### config.mk
export PLATFORM = sky130hd
export DESIGN_NAME = swm_gather
export DESIGN_NICKNAME = d
export VERILOG_FILES = /design/src/design/swm_pkg.sv /design/src/design/swm_gather.sv
export SDC_FILE = /design/constraint.sdc
export NUM_CORES = 1
export LEC_CHECK = 0
export BUFFER_PORTS_ARGS = -buffer_cell sky130_fd_sc_hd__buf_2
export CAP_MARGIN = 40
export CORE_AREA = 3 3 770 772
export CTS_BUF_LIST = sky130_fd_sc_hd__clkbuf_8
export CTS_CLUSTER_DIAMETER = 50
export DETAILED_ROUTE_END_ITERATION = 8
export DIE_AREA = 0 0 773 775
export PLACE_DENSITY = 0.3
export SYNTH_ARGS = -nofsm -noshare
export SYNTH_HDL_FRONTEND = slang
export SYNTH_SLANG_ARGS = --single-unit
### constraint.sdc
create_clock -name clk -period 2.2 [get_ports clk]
set_input_delay 0.22 -clock clk [delete_from_list [all_inputs] [get_ports clk]]
set_output_delay 0.22 -clock clk [all_outputs]
set_load 0.01 [all_outputs]
### src/design/swm_pkg.sv
// Package with shared constants and types of the sliding window median filter.
`default_nettype none
package swm_pkg;

    localparam int SAMPLE_W        = 30;
    localparam int WS_W            = 7;
    localparam int WINDOW_MAX_DEF  = 64;
    localparam int GROUP_SIZE      = 8;
    localparam logic [WS_W-1:0] WS_RESET = 7'd3;

    typedef struct packed {
        logic insert;
        logic remove;
        logic clear;
    } swm_ctrl_t;

endpackage
`default_nettype wire

### src/design/swm_gather.sv
// Registered OR tree that collects the selected median entry from the cell chain.
`default_nettype none
module swm_gather #(
    parameter int N = 64
) (
    input  wire                                     clk,
    input  wire                                     capture,
    input  wire  [N-1:0][swm_pkg::SAMPLE_W-1:0]     lane_val,
    output logic [swm_pkg::SAMPLE_W-1:0]            result
);
    import swm_pkg::*;

    localparam int G = (N + GROUP_SIZE - 1) / GROUP_SIZE;

    logic [G-1:0][SAMPLE_W-1:0] grp_reg;
    logic [G-1:0][SAMPLE_W-1:0] grp_next;

    always_comb
    begin
        for (int g = 0; g < G; g++)
        begin
            grp_next[g] = '0;
            for (int j = 0; j < GROUP_SIZE; j++)
            begin
                if (g * GROUP_SIZE + j < N)
                begin
                    grp_next[g] = grp_next[g] | lane_val[g * GROUP_SIZE + j];
                end
            end
        end
    end

    always_ff @(posedge clk)
    begin
        if (capture)
        begin
            grp_reg <= grp_next;
        end
    end

    always_comb
    begin
        result = '0;
        for (int g = 0; g < G; g++)
        begin
            result = result | grp_reg[g];
        end
    end

endmodule
`default_nettype wire

== After elaboration in Yosys (flattened, before gate mapping) ==
Index checks and enable logic that the tools add are counted.
Word-level totals
  bits in latches: 0
  output and inout bits: 30
  bits in writable memories: 0
  memories: 0
  logic and storage cells: 71
  register bits: 240
  ROM bits: 0
Cells by class
  add/subtract/negate cells: 0
  bitwise gates (word level): 63
  mux-type cells: 0
  equal/unequal tests: 0
  multiply operators: 0
  shift-type cells: 0
  $lt $le $gt $ge: 0
  reductions and logical operators: 0
  divide/modulo/power cells: 0
Operator list (count)
  30-bit bitwise OR: 63

== Logic depth before layout (Yosys ltp) ==
  depth in word-level cells: 7
  gate-level depth with buffers: 2

== Worst setup path before layout ==
OpenSTA, ideal clock, no wires.
  path kind: register -> output
  from: reg grp_reg[30] (netlist bit)
  to: out result[0] (netlist bit)
  cell stages (with the launch flop): 3
  path slack: 1.264 ns
  data arrival time: 0.716 ns
  data required time: 1.980 ns
  path through: edfxtp_1 nor4_1 nand2_1
Between the ends
  word-level cells in the longest chain between the ends: 7
RTL lines
  from (decl): line swm_gather.sv:15  | logic [G-1:0][SAMPLE_W-1:0] grp_reg;
  from (signal assigned): line swm_gather.sv:37  | grp_reg <= grp_next;
  30-bit bitwise OR (7 in series): line swm_gather.sv:46  | result = result | grp_reg[g];
  to (decl): line swm_gather.sv:9  | output logic [swm_pkg::SAMPLE_W-1:0] result
No other way between the ends.

== Worst setup path in the final report ==
  from: reg grp_reg[226] (netlist bit)
  to: out result[16] (netlist bit)
Between the ends
  word-level cells in the longest chain between the ends: 1
RTL lines (line)
  30-bit bitwise OR: swm_gather.sv:46
No other way between the ends.

==> flow_summary_export.csv <==
group,metric,value,unit
final_layout,largest_register_ffs,240,
clock_network,clk_pin_slew,0.05,ns
clock_network,cts_setup_buffers,0,
die,rows,281,
status,status,"complete, but fails checks",
placed_design,numPortBuffers,1951,
pwr,leakage,16.9,nW
timing,period_share,107,%
timing,setup_ws,-0.162,ns
route,vias,25100,
final_layout,area_delta_synth_final,296,%
min_path,hold_class,"primary input to register",
yosys,syn_inst,1050,
yosys,ys_types,3,
pwr,power.switching,5.45,mW
timing,slew_violations,0,
global_routing,met3_usage,3.41,%
final_layout,drive_above_1_share,54.2,%
pwr,swShare,28.1,%
critical_path,slowest_delay,0.57,ns
route,vias_per_cell,2.06,
critical_path,crit_slowest_cell,"edfxtp_1",
placed_design,dp.cells,10900,
critical_path,cp_num_buf_inv,1,
global_routing,grt_pass1_wl,315000,um
pwr,power_frac_comb,19.0,%
critical_path,path_max_fanout,1,
final_layout,regArea,7210,sq um
global_routing,grt-ovfl-total,0,
clock_network,cts.sinks,240,
final_layout,n_fill_cell,68900,
placed_design,post-place-ws,0.0623,ns
timing,grt_setup_unrepaired,"yes",
pwr,ir_drop,0.378,mV
timing,fin_setup_tns,-1.88,ns
die,io_pins,1952,
timing,fmax,423,MHz
yosys,ys_warn_count,0,
critical_path,startpoint_type,"register",
global_routing,track_usage,8.39,%
final_layout,post-route-util,7.84,%
die,initial_utilization,1.98,%
timing,setup-violations-final,44,
final_layout,fin_cells,12200,
status,violations,"negative setup slack",
clock_network,cts_root_buffer,"clkbuf_8",
critical_path,crit_chain,"nor4_4 > nand2_4 > buf_6",
pwr,p_int,13.9,mW
placed_design,gp_congestion,0.933,
global_routing,grt_pass1_vias,27100,
pwr,clockPowerShare,52.7,%
global_routing,antenna_found_initial,295,
die,die_w,773,um
yosys,syn_area,11600,sq um
timing,worst_pin_slew,0.836,ns
critical_path,cp_data_arrival_time,2.14,ns
route,drtIter0Drc,1103,
job,maxCapViolations,0,
clock_network,cts.path.max_buffers,4,
route,routed_wl,262000,um
pwr,power.density,422,nW/um^2
final_layout,nNetsFinal,6176,
critical_path,critical_path.top_delay_family,"flip-flops",
clock_network,cts_max_level,3,
global_routing,grt_use_met2,14.8,%
critical_path,crit_required,1.98,ns
placed_design,dpl.hpwl,239000,um
critical_path,worstSetupEndpointType,"primary output",
route,antenna_left,0,
die,core,586000,sq um
pwr,p_seq_share,28.3,%
die,die_y,775,um
final_layout,multi_input_area,5300,sq um
timing,slew-limit-headroom,43.8,%
route,wl_per_cell,21.4,um
timing,hold_violations,0,
global_routing,top_usage_layer,"met2",
clock_network,cts_tree,"yes",
yosys,syn_avg_cell_area,11.0,sq um
yosys,seq_area_frac_synth,62.1,%
pwr,finalPower,19.4,mW
global_routing,grt_start_max_net_pins,51,
timing,layout_min_cycle_time,2.36,ns
global_routing,met1_usage,8.71,%
clock_network,numCtsBuffers,91,
critical_path,worstSetupPathType,"register to primary output",
route,firstDrtPassIters,4,
yosys,ys_seq_elements,240,
die,die-area,599000,sq um
yosys,synth.net_count,2972,
route,drc,0,
## layout make-up
cell class,count,share of cell area [%]
Timing Repair Buffer,3111,46.2
Clock inverter,69,2.01
Clock buffer,92,2.76
Multi-Input combinational cell,810,11.5
Tap cell,7782,21.2
Antenna cell,108,0.588
Sequential cell,240,15.7
## metal layers
layer  routed length (um)  share of wire (%)
met5                  836               0.32
met4                14100                5.4
met3                25200                9.6
met2               127000                 49
met1                94500                 36
## cells in the mapped netlist, drive strengths merged
cell type  number  area share, %
edfxtp        240             62
nand2         270            8.7
nor4          540             29
## worst paths after layout
kind  cells past startpoint  slack [ns]           to           from
max                       3       -0.16   result[16]   grp_reg[226]
min                       4        0.14  grp_reg[74]  lane_val[674]
## cells by family (layout without fill, tap and decap cells)
| logic type | Yosys count | in the layout | share of synthesized area (%) |
|---|---|---|---|
| DFF | 240 | 240 | 62.1 |
| other | 0 | 108 | 0 |
| buffers and inverters | 0 | 3272 | 0 |
| and+or+nand+nor | 810 | 810 | 37.9 |
## per-stage QoR
stage	hold slack, ns	area [sq um]
2_1_floorplan	0.332	11600
3_3_place_gp	0.490	32500
3_5_place_dp	0.487	32500
4_1_cts	0.000140	45500
5_1_grt	0.0610	45800
6_report	0.143	45900
## cells in the final DEF, fill, tap and decap left out, types with 11 or more instances in the layout
cell type,Yosys,routed
buf_2,0,1936
nor4_1,540,450
edfxtp_1,240,240
nand2_1,270,254
buf_6,0,22
dlygate4sd3_1,0,1017
diode_2,0,108
clkbuf_8,0,92
clkinvlp_4,0,11
bufinv_16,0,22
buf_4,0,127
clkinv_2,0,12
nor4_2,0,62
nor4_4,0,28
## power by group through the flow
stage                     Clock, mW  Sequential, mW  Combinational, mW
after floorplan                   0            5.40              0.185
after detailed placement          0            5.53               2.78
after global routing           11.2            5.52               3.96
final                          10.2            5.49               3.68
after CTS                      11.1            5.50               3.73
after global placement            0            5.54               2.78
## tightest hold or removal path: cells and delay by family
kind	cells	cell delay [ns]
buffers and inverters	2	0.64
AND/OR/NAND/NOR	2	0.10
## what timing repair did
action	4_1_cts	5_1_grt
pin swaps	16	11
endpoints found under the hold margin	396	0
hold buffers	1021	0
gates resized for setup	106	35
endpoints found under the setup margin	30	43
Power figures use the tool's default switching activity.
