[src/design/swm_pkg.sv]
// Package with shared constants and types of the sliding window median filter.
`default_nettype none
package swm_pkg;

    localparam int SAMPLE_W        = 30;
    localparam int WS_W            = 7;
    localparam int WINDOW_MAX_DEF  = 64;
    localparam int GROUP_SIZE      = 8;
    localparam logic [WS_W-1:0] WS_RESET = 7'd3;

    typedef struct packed {
        logic insert;
        logic remove;
        logic clear;
    } swm_ctrl_t;

endpackage
`default_nettype wire

[src/design/swm_cell.sv]
// One cell of the sorted chain: holds one window entry and shifts with its neighbors.
`default_nettype none
module swm_cell #(
    parameter int AW    = 6,
    parameter int CW    = 7,
    parameter int INDEX = 0
) (
    input  wire                                clk,
    input  wire                                rst_n,
    input  swm_pkg::swm_ctrl_t                 ctrl,
    input  wire  [swm_pkg::SAMPLE_W-1:0]       sample,
    input  wire  [AW-1:0]                      oldest,
    input  wire  [CW-1:0]                      rank,
    input  wire                                left_valid,
    input  wire                                left_gt,
    input  wire  [swm_pkg::SAMPLE_W-1:0]       left_val,
    input  wire  [AW-1:0]                      left_age,
    input  wire                                right_valid,
    input  wire  [swm_pkg::SAMPLE_W-1:0]       right_val,
    input  wire  [AW-1:0]                      right_age,
    input  wire                                prefix_in,
    output logic                               self_valid,
    output logic                               self_gt,
    output logic [swm_pkg::SAMPLE_W-1:0]       self_val,
    output logic [AW-1:0]                      self_age,
    output logic                               prefix_out,
    output logic [swm_pkg::SAMPLE_W-1:0]       masked_val
);
    import swm_pkg::*;

    localparam logic [CW-1:0] MY_INDEX = CW'(INDEX);

    logic                valid_reg;
    logic                valid_next;
    logic [SAMPLE_W-1:0] val_reg;
    logic [SAMPLE_W-1:0] val_next;
    logic [AW-1:0]       age_reg;
    logic [AW-1:0]       age_next;

    assign self_valid = valid_reg;
    assign self_val   = val_reg;
    assign self_age   = age_reg;
    assign self_gt    = valid_reg && (val_reg > sample);
    assign prefix_out = prefix_in || (valid_reg && (age_reg == oldest));
    assign masked_val = (valid_reg && (rank == MY_INDEX)) ? val_reg : '0;

    always_comb
    begin
        valid_next = valid_reg;
        val_next   = val_reg;
        age_next   = age_reg;
        if (ctrl.clear)
        begin
            valid_next = 1'b0;
        end
        else if (ctrl.insert)
        begin
            if (left_gt)
            begin
                valid_next = 1'b1;
                val_next   = left_val;
                age_next   = left_age + 1'b1;
            end
            else if (self_gt || (!valid_reg && left_valid))
            begin
                valid_next = 1'b1;
                val_next   = sample;
                age_next   = '0;
            end
            else if (valid_reg)
            begin
                age_next = age_reg + 1'b1;
            end
        end
        else if (ctrl.remove && prefix_out)
        begin
            valid_next = right_valid;
            val_next   = right_val;
            age_next   = right_age;
        end
    end

    always_ff @(posedge clk or negedge rst_n)
    begin
        if (!rst_n)
        begin
            valid_reg <= 1'b0;
        end
        else
        begin
            valid_reg <= valid_next;
        end
    end

    always_ff @(posedge clk)
    begin
        val_reg <= val_next;
        age_reg <= age_next;
    end

endmodule
`default_nettype wire

[config.mk]
export PLATFORM = sky130hd
export DESIGN_NAME = swm_cell
export DESIGN_NICKNAME = d
export VERILOG_FILES = /design/src/design/swm_pkg.sv /design/src/design/swm_cell.sv
export SDC_FILE = /design/constraint.sdc
export NUM_CORES = 1
export LEC_CHECK = 0
export ABC_CLOCK_PERIOD_IN_PS = 11490
export BUFFER_PORTS_ARGS = -buffer_cell sky130_fd_sc_hd__buf_2
export CAP_MARGIN = 20
export CORE_ASPECT_RATIO = 0.7
export CORE_MARGIN = 2
export CORE_UTILIZATION = 30
export DETAILED_ROUTE_END_ITERATION = 10
export GPL_TIMING_DRIVEN = 0
export MAX_ROUTING_LAYER = met4
export PLACE_DENSITY = 0.71
export SKIP_LAST_GASP = 1
export SLEW_MARGIN = 20
export SYNTH_ARGS = -nofsm -noshare
export SYNTH_HDL_FRONTEND = slang
export SYNTH_SLANG_ARGS = --single-unit
export TNS_END_PERCENT = 100
[constraint.sdc]
create_clock -name clk -period 11.49 [get_ports clk]
set_input_delay 0.5745 -clock clk [delete_from_list [all_inputs] [get_ports clk]]
set_output_delay 0.5745 -clock clk [all_outputs]
set_load 0.005 [all_outputs]
# == Word level (Yosys, flattened, before mapping) ==
# Index checks and enable logic that the tools add are counted.
# Widths: inputs -> output; s select.
# word_totals
ff_bits,37
inputBits,124
# op_classes
n_addsub,2
order_cmp,1
n_eq_ne,4
n_mux,15
bitwise_logic,1
reduce_logical,14
# ops
cell,count
$mux 30,5
$gt 30x30->1,1
$mux 6,5
$add 6x1->6 const B,2
$logic_not 7->1,1
$eq 6x6->1,1
$reduce_and 3->1,2
$logic_and 1x1->1,5
$mux 1,5
$ne 4x1->1 const B,1
$ne 4x2->1 const B,1
$ne 3x1->1 const B,1
$reduce_bool 3->1,1
$logic_or 1x1->1,2
$reduce_and 2->1,1
$reduce_bool 2->1,1
$logic_not 1->1,1
$not 1->1,1

# == Logic depth before layout (Yosys ltp) ==
# Gate-level depths: netlist of run 1.
# depth
ltp_word,7
mapped_depth,8
mapped_depth_nobuf,8

# == Worst setup path before layout of run 1 ==
# No wires, ideal clock.
# synth_path
path_type,input port to flip-flop
start,input port sample[29] in the netlist's numbering
end,"register val_reg[0], in the netlist self_val[0] (enable)"
setup_time_ns,0.463
arrival_ns,3.993
slack_ns,7.034
stages,6
n_path_buf,0
cell_sequence,inv_1 -> ha_1 -> nand4_1 -> nor4_1 -> a41oi_4 -> a211oi_1
# synth_via
elab_chain_len,5
# synth_lines
element,line,rtl
start: declaration,swm_cell.sv:11,"input wire [swm_pkg::SAMPLE_W-1:0] sample,"
$gt 30x30->1,swm_cell.sv:43,assign self_gt = valid_reg && (val_reg > sample);
$logic_and 1x1->1,swm_cell.sv:43,
$logic_or 1x1->1,swm_cell.sv:64,else if (self_gt || (!valid_reg && left_valid))
$ne 3x1->1 (no source line),--,
$reduce_and 3->1 (no source line),--,
end signal: assignment,swm_cell.sv:97,val_reg <= val_next;
end: declaration,swm_cell.sv:35,logic [SAMPLE_W-1:0] val_reg;
# No other way between the ends.
# A chain may end at the register's enable or synchronous reset.

# == Worst setup path after layout of run 1 ==
# layout_path
start,"register val_reg[12], in the netlist self_val[12]"
end,output port self_gt
# layout_via
elab_chain_len,2
# layout_lines
element,line,rtl
$gt 30x30->1,swm_cell.sv:43,
$logic_and 1x1->1,swm_cell.sv:43,
end: declaration,swm_cell.sv:23,"output logic self_gt,"
# No other way between the ends.

==> results.toml, run 1 <==
[clock_network]
insertion_delay_ns = 0.27
cts_resized = 0
cts_tree = "yes"
cts_buffers = 5
clock_sinks = 37
cts_buffer_depth = 2
postCtsSetupBuffers = 0
htree_num_levels = 2
path_clk_slew_ns = 0.05
cts_root_buffer = "clkbuf_16"
hold_buffers = 0

[sta]
hold_ws_ns = 0.0652
skew_ns = 0.00431
setup_violations = 0
post-route-period-util = 0.282
final_hold_viol_count = 0
rsz0062_at_grt = "false"
worst_pin_slew_ns = 0.987
fin_setup_tns_ns = 0
fin_crit_ns = 3.24
slew_viol_final = 0
relSlewSlack = 0.341
max_freq_mhz = 309

[worst_setup_path]
worstReg2RegStart = "self_val[4]"
cp-start-kind = "flip-flop"
cp_cell_sequence = "ha_1 > nand4_1 > or4_4 > o21ai_1 > a21oi_1 > a41oi_4 > inv_1 > buf_2"
criticalPathCategory = "flip-flop to output pin"
path_max_fanout = 8
r2r_slack_ns = 8.49
cpPeakStageDelay_ns = 0.61
cp.arrival_ns = 2.66
reg2reg_to = "self_val[15]"
critPathCaptureType = "output pin"
rr_worst_depth = 8
required_ns = 10.92
cp_slowest_cell = "or4_4"

[power]
p_sw_mw = 0.112
p_int_mw = 0.292
p_leak_nw = 2.27
vdd_ir_drop_max_uv = 53.5
switching_share = 0.278
clock_power_share = 0.323
share_comb_of_total_power = 0.256
p_per_area_mw_per_mm2 = 91.6
seq_power_share = 0.421

[final_layout]
nNetsFinal = 700
fillers = 1049
multiInputGateArea_mm2 = 0.00182
seq_area_mm2 = 0.00111
drive_above_1_share = 0.367
antenna_cells = 0
final_area_mm2 = 0.00441
area_delta_synth_final_pct = 41.5

[synthesis]
synth_edf_count = 36
yosysWarnings = 0
synth-seq-cells = 37
synth-async-reset-ratio = 0.0270
netlist_area_mm2 = 0.00311
synthFlopType = "edfxtp_1"
syn_inst = 345
syn_nets = 501
ys_seq_area_frac = 0.355
syn_area_per_cell_um2 = 9.03
yosysUniqueCellTypes = 36

[global_routing]
grt_pass1_vias = 3085
grt_first_pass_wirelength_um = 15400
antenna_found_initial = 0
grt-ovfl-total = 0
grt_usage = 0.180
grt_max_degree = 15

[placed_design]
dpl.hpwl_um = 8340
placed_area_mm2 = 0.00427
portBuffers = 190
gp_congestion = 0.824

[detailed_routing]
dr.pass1.iters = 4
post_drt_wl_per_cell_um = 14.7
drtIter0Drc = 107
routed_via_density = 4.81
wl_um = 9980
ant_nets = 0
route.detailed.drc = 0
vias = 3253

[die]
initial_core_util = 0.304
coreArea_mm2 = 0.0102
io_pins = 193
fp.dieW_um = 126
die_area_mm2 = 0.0112
fp-row-count = 31
die_y_um = 89.2

[min_path]
hold_class = "input pin to async pin"

[run_status]
status = "finished, final reports clean"

[job]
drv_cap = 0
## cell usage after synthesis, types with 7 or more instances
cell type  count  area share
and2_1        30       0.060
xor2_1         9       0.025
ha_1          32        0.13
inv_1         39       0.047
nand2_1       11       0.013
nand4_1        7       0.014
clkbuf_1       9       0.011
mux2i_1       30       0.096
edfxtp_1      36        0.35
nor2_1        35       0.042
a21oi_1       47       0.076
nand3_1        8       0.013
## flip-flops by register name, summed over array words and instances (netlist names)
| signal | cells |
|---|---|
| self_val | 30 |
| self_age | 6 |
| self_valid | 1 |
## worst max path at each step
stage / slack, ns / cells after the start / start / to
final: 8.25 / 8 / self_val[12] / self_gt
after floorplan: 7.03 / 6 / sample[29] / self_val[0]
after global routing: 8.08 / 8 / self_val[29] / self_gt
after global placement: 5.22 / 9 / sample[4] / self_val[17]
after detailed placement: 8.17 / 10 / sample[4] / self_val[14]
after CTS: 8.26 / 8 / self_val[12] / self_gt
## power groups by stage
| stage | Clock [mW] | Combinational (mW) | Sequential, mW |
|---|---|---|---|
| global placement | 0 | 0.0989 | 0.173 |
| detailed placement | 0 | 0.104 | 0.173 |
| floorplan | 0 | 0.0535 | 0.171 |
| CTS | 0.136 | 0.104 | 0.170 |
| global route | 0.142 | 0.117 | 0.171 |
| finish | 0.131 | 0.103 | 0.170 |
## area by class of cell
class,instances,area share
multi-input cells,254,0.413
flip-flops and latches,37,0.251
repair buffers,192,0.222
well taps,132,0.0375
inverters,39,0.0332
clock buffers,8,0.0310
plain buffers,15,0.0128
## placed cells by master, fill, tap and decap left out, drive strengths merged
master	n
a41o	1
nand3	8
xnor2	5
nor2b	1
nor4	2
or4	2
clkbuf	17
and4b	1
and2	30
o21ai	6
a31oi	1
nor4b	1
a31o	6
ha	32
o22ai	5
a41oi	1
nand2	11
nor3	2
edfxtp	36
o31ai	1
a21oi	47
mux2i	30
nand2b	2
xor2	9
inv	39
dfrtp	1
a211oi	2
nand4	7
or2	1
buf	198
nor3b	1
and3	2
a221oi	2
nor2	35
## metrics by stage
step	setup WS [ns]	total power [mW]	std cells	util
3_5_place_dp	8.17	0.276	669	0.417
2_1_floorplan	7.03	0.225	345	-
4_1_cts	8.26	0.410	677	0.430
3_3_place_gp	5.22	0.272	667	0.413
5_1_grt	8.08	0.430	677	0.430
6_report	8.25	0.404	677	0.430
## layer usage
metal	GRT usage	wire, µm
met1	0.222	4330
met2	0.319	4810
met3	0.0341	796
met4	0.0270	46
met5	-	0
## kinds of logic after synthesis
kind of cell / count (synthesis) / synth area share
AND/OR/NAND/NOR: 106 / 0.176
AO/OA/AOI/OAI: 72 / 0.139
buffers and inverters: 54 / 0.0651
flip-flops: 37 / 0.355
adder cells (fa/ha/maj): 32 / 0.129
multiplexers: 30 / 0.0964
XOR/XNOR: 14 / 0.0394
## critical path, delay by kind of cell (launching register included)
| family | cells | cell delay [ns] |
|---|---|---|
| AO/OA/AOI/OAI | 3 | 0.60 |
| flip-flops | 1 | 0.43 |
| AND/OR/NAND/NOR | 2 | 0.78 |
| buffers and inverters | 2 | 0.24 |
| adder cells (fa/ha/maj) | 1 | 0.34 |
Note: power is estimated with default switching activity, not from simulation.
==> run 2: changes to the inputs <==
Settings changed: ABC_AREA set to 1, ABC_CLOCK_PERIOD_IN_PS 11490 to 2700, PLACE_DENSITY 0.71 to 0.72.
Clock period 11.49 ns to 2.7 ns, I/O delays scaled along.
==> results.toml, run 2 <==
[run_status]
status = "finished, final reports clean"

[global_routing]
grt_pass1_vias = 3526
antenna_found_initial = 0
grt_first_pass_wirelength_um = 17000
grt-ovfl-total = 0
grt_max_degree = 16
grt_usage = 0.190

[sta]
final_hold_viol_count = 0
worst_pin_slew_ns = 0.654
relSlewSlack = 0.564
post-route-period-util = 0.887
rsz0062_at_grt = "false"
skew_ns = 0.0103
final.setup.worst_slack_ns = 0.306
slew_viol_final = 0
fin_setup_tns_ns = 0
fin_crit_ns = 2.39
setup_violations = 0
hold_ws_ns = 0.129
max_freq_mhz = 418

[placed_design]
portBuffers = 191
placed_area_mm2 = 0.00450
post-place-ws_ns = -0.0371
gp_congestion = 0.809
dp.cells = 818
dpl.hpwl_um = 8930

[synthesis]
yosysTopAreaCell = "edfxtp_1"
synth_edf_count = 36
syn_inst = 473
yosysUniqueCellTypes = 30
syn_nets = 629
synthFlopType = "edfxtp_1"
synthTopCellsByArea = "edfxtp_1 (33%), ha_1 (12%), nand2_1 (9.6%)"
synth-seq-cells = 37
ys_seq_area_frac = 0.334
synth_top_area_frac = 0.326
synth-async-reset-ratio = 0.0270
syn_area_per_cell_um2 = 7.01
netlist_area_mm2 = 0.00332
yosys-top-cells-count = "nand2_1 (85), nor2_1 (84), inv_1 (77)"
yosysWarnings = 0
yosysMostFrequentCell = "nand2_1"

[final_layout]
largest_register_ffs = 30
area_delta_synth_final_pct = 41.0
fin_cells = 828
drive_above_1_share = 0.345
layout_commonest_cell = "buf_2"
antenna_cells = 0
final_area_mm2 = 0.00467
nNetsFinal = 830
final_cell_mix = "buf_2 (197), nand2_1 (85), nor2_1 (83), inv_1 (77), o21ai_0 (37)"
final_core_util = 0.429

[die]
coreArea_mm2 = 0.0109
die_y_um = 92.0
initial_core_util = 0.304
fp-row-count = 32
fp.dieW_um = 130
io_pins = 193
die_area_mm2 = 0.0119

[detailed_routing]
ant_nets = 0
route.detailed.drc = 0
wl_um = 11100
drtIter0Drc = 128
vias = 3700
routed_via_density = 4.47
dr.pass1.iters = 4
post_drt_wl_per_cell_um = 13.4

[power]
p_per_area_mw_per_mm2 = 387
vdd_ir_drop_max_uv = 225
p_leak_nw = 2.60
p_int_mw = 1.27
p_total_mw = 1.81
switching_share = 0.297
share_comb_of_total_power = 0.268
seq_power_share = 0.399
p_sw_mw = 0.537
clock_power_share = 0.332

[clock_network]
cts_tree = "yes"
cts_buffer_depth = 2
clock_sinks = 37
cts_buffers = 5
path_clk_slew_ns = 0.06
cts_resized = 0
insertion_delay_ns = 0.28
cts_root_buffer = "clkbuf_16"
htree_num_levels = 2

[worst_setup_path]
critPathCaptureType = "flip-flop"
required_ns = 2.69
cp-start-kind = "flip-flop"
criticalPathCategory = "flip-flop to flip-flop"
cp.arrival_ns = 2.38
path_max_fanout = 15

[min_path]
hold_class = "input pin to flip-flop"

[job]
drv_cap = 0
-- run 2: changes by cell type in the layout (fill, tap and decap cells not counted), moves of 6 or more --
cell,delta
nand2_1,+74
nor2_1,+48
inv_1,+38
o21ai_0,+35
and2_1,-30
mux2i_1,-30
a21oi_1,-26
o21ai_1,+20
inv_2,+10
buf_2,+7
a31o_1,-6
buf_1,-6
-- run 2: worst paths after layout --
check,from,end,slack [ns],depth (start not counted)
max in group asynchronous,rst_n,self_valid,2.47,2
min,right_val[2],self_val[2],0.13,3
min in group asynchronous,rst_n,self_valid,0.15,2
max reg2reg,self_val[29],self_val[16],0.31,12
min reg2reg,self_valid,self_valid,0.71,4
max,self_val[29],self_val[16],0.31,12
-- run 2: logic make-up after synthesis --
logic type | Yosys count | synth area share
AO/OA/AOI/OAI | 85 | 0.132
AND/OR/NAND/NOR | 203 | 0.265
adder cells (fa/ha/maj) | 32 | 0.121
flip-flops | 37 | 0.334
XOR/XNOR | 10 | 0.0264
buffers and inverters | 106 | 0.122
-- run 2: power by group through the flow --
stage	logic (mW)	clock network [mW]	registers, mW
after floorplan	0.262	0	0.729
after global placement	0.464	0	0.734
after detailed placement	0.480	0	0.734
after CTS	0.490	0.623	0.722
after global routing	0.558	0.650	0.727
final	0.485	0.601	0.722
-- run 2: timing repair --
action | 4_1_cts | 5_1_grt
setup endpoints to repair | 15 | 0
buffers inserted | 1 | 0
hold buffers | 1 | 0
hold endpoints to repair | 1 | 0
-- run 2: layout make-up --
type,count,area [µm²]
Sequential cell,37,1110
Clock buffer,8,146
Inverter,88,330
Timing Repair Buffer,194,1010
Fill cell,1205,6220
Buffer,18,75.1
Tap cell,153,191
Multi-Input combinational cell,330,1810
-- run 2: metal layers --
| metal | part of all wire | wire length [µm] | vias up | track usage |
|---|---|---|---|---|
| met5 | 0 | 0 | - | - |
| met4 | 0.0050 | 55 | 0 | 0.0394 |
| met3 | 0.074 | 820 | 4 | 0.0391 |
| met2 | 0.44 | 4930 | 145 | 0.305 |
| met1 | 0.48 | 5290 | 1641 | 0.249 |
| li1 | - | - | 1910 | - |
-- run 2: critical path, cell delays in order (launching register included) --
cell and delay [ns]:
edfxtp_1 0.42, ha_1 0.32, nand2_1 0.08, nor2_2 0.15, nand4_2 0.11, nor2_2 0.19, nand2_1 0.09, nand2_2 0.09
nand2_4 0.09, nand3_4 0.09, nand2_2 0.08, nor2_4 0.19, buf_12 0.18
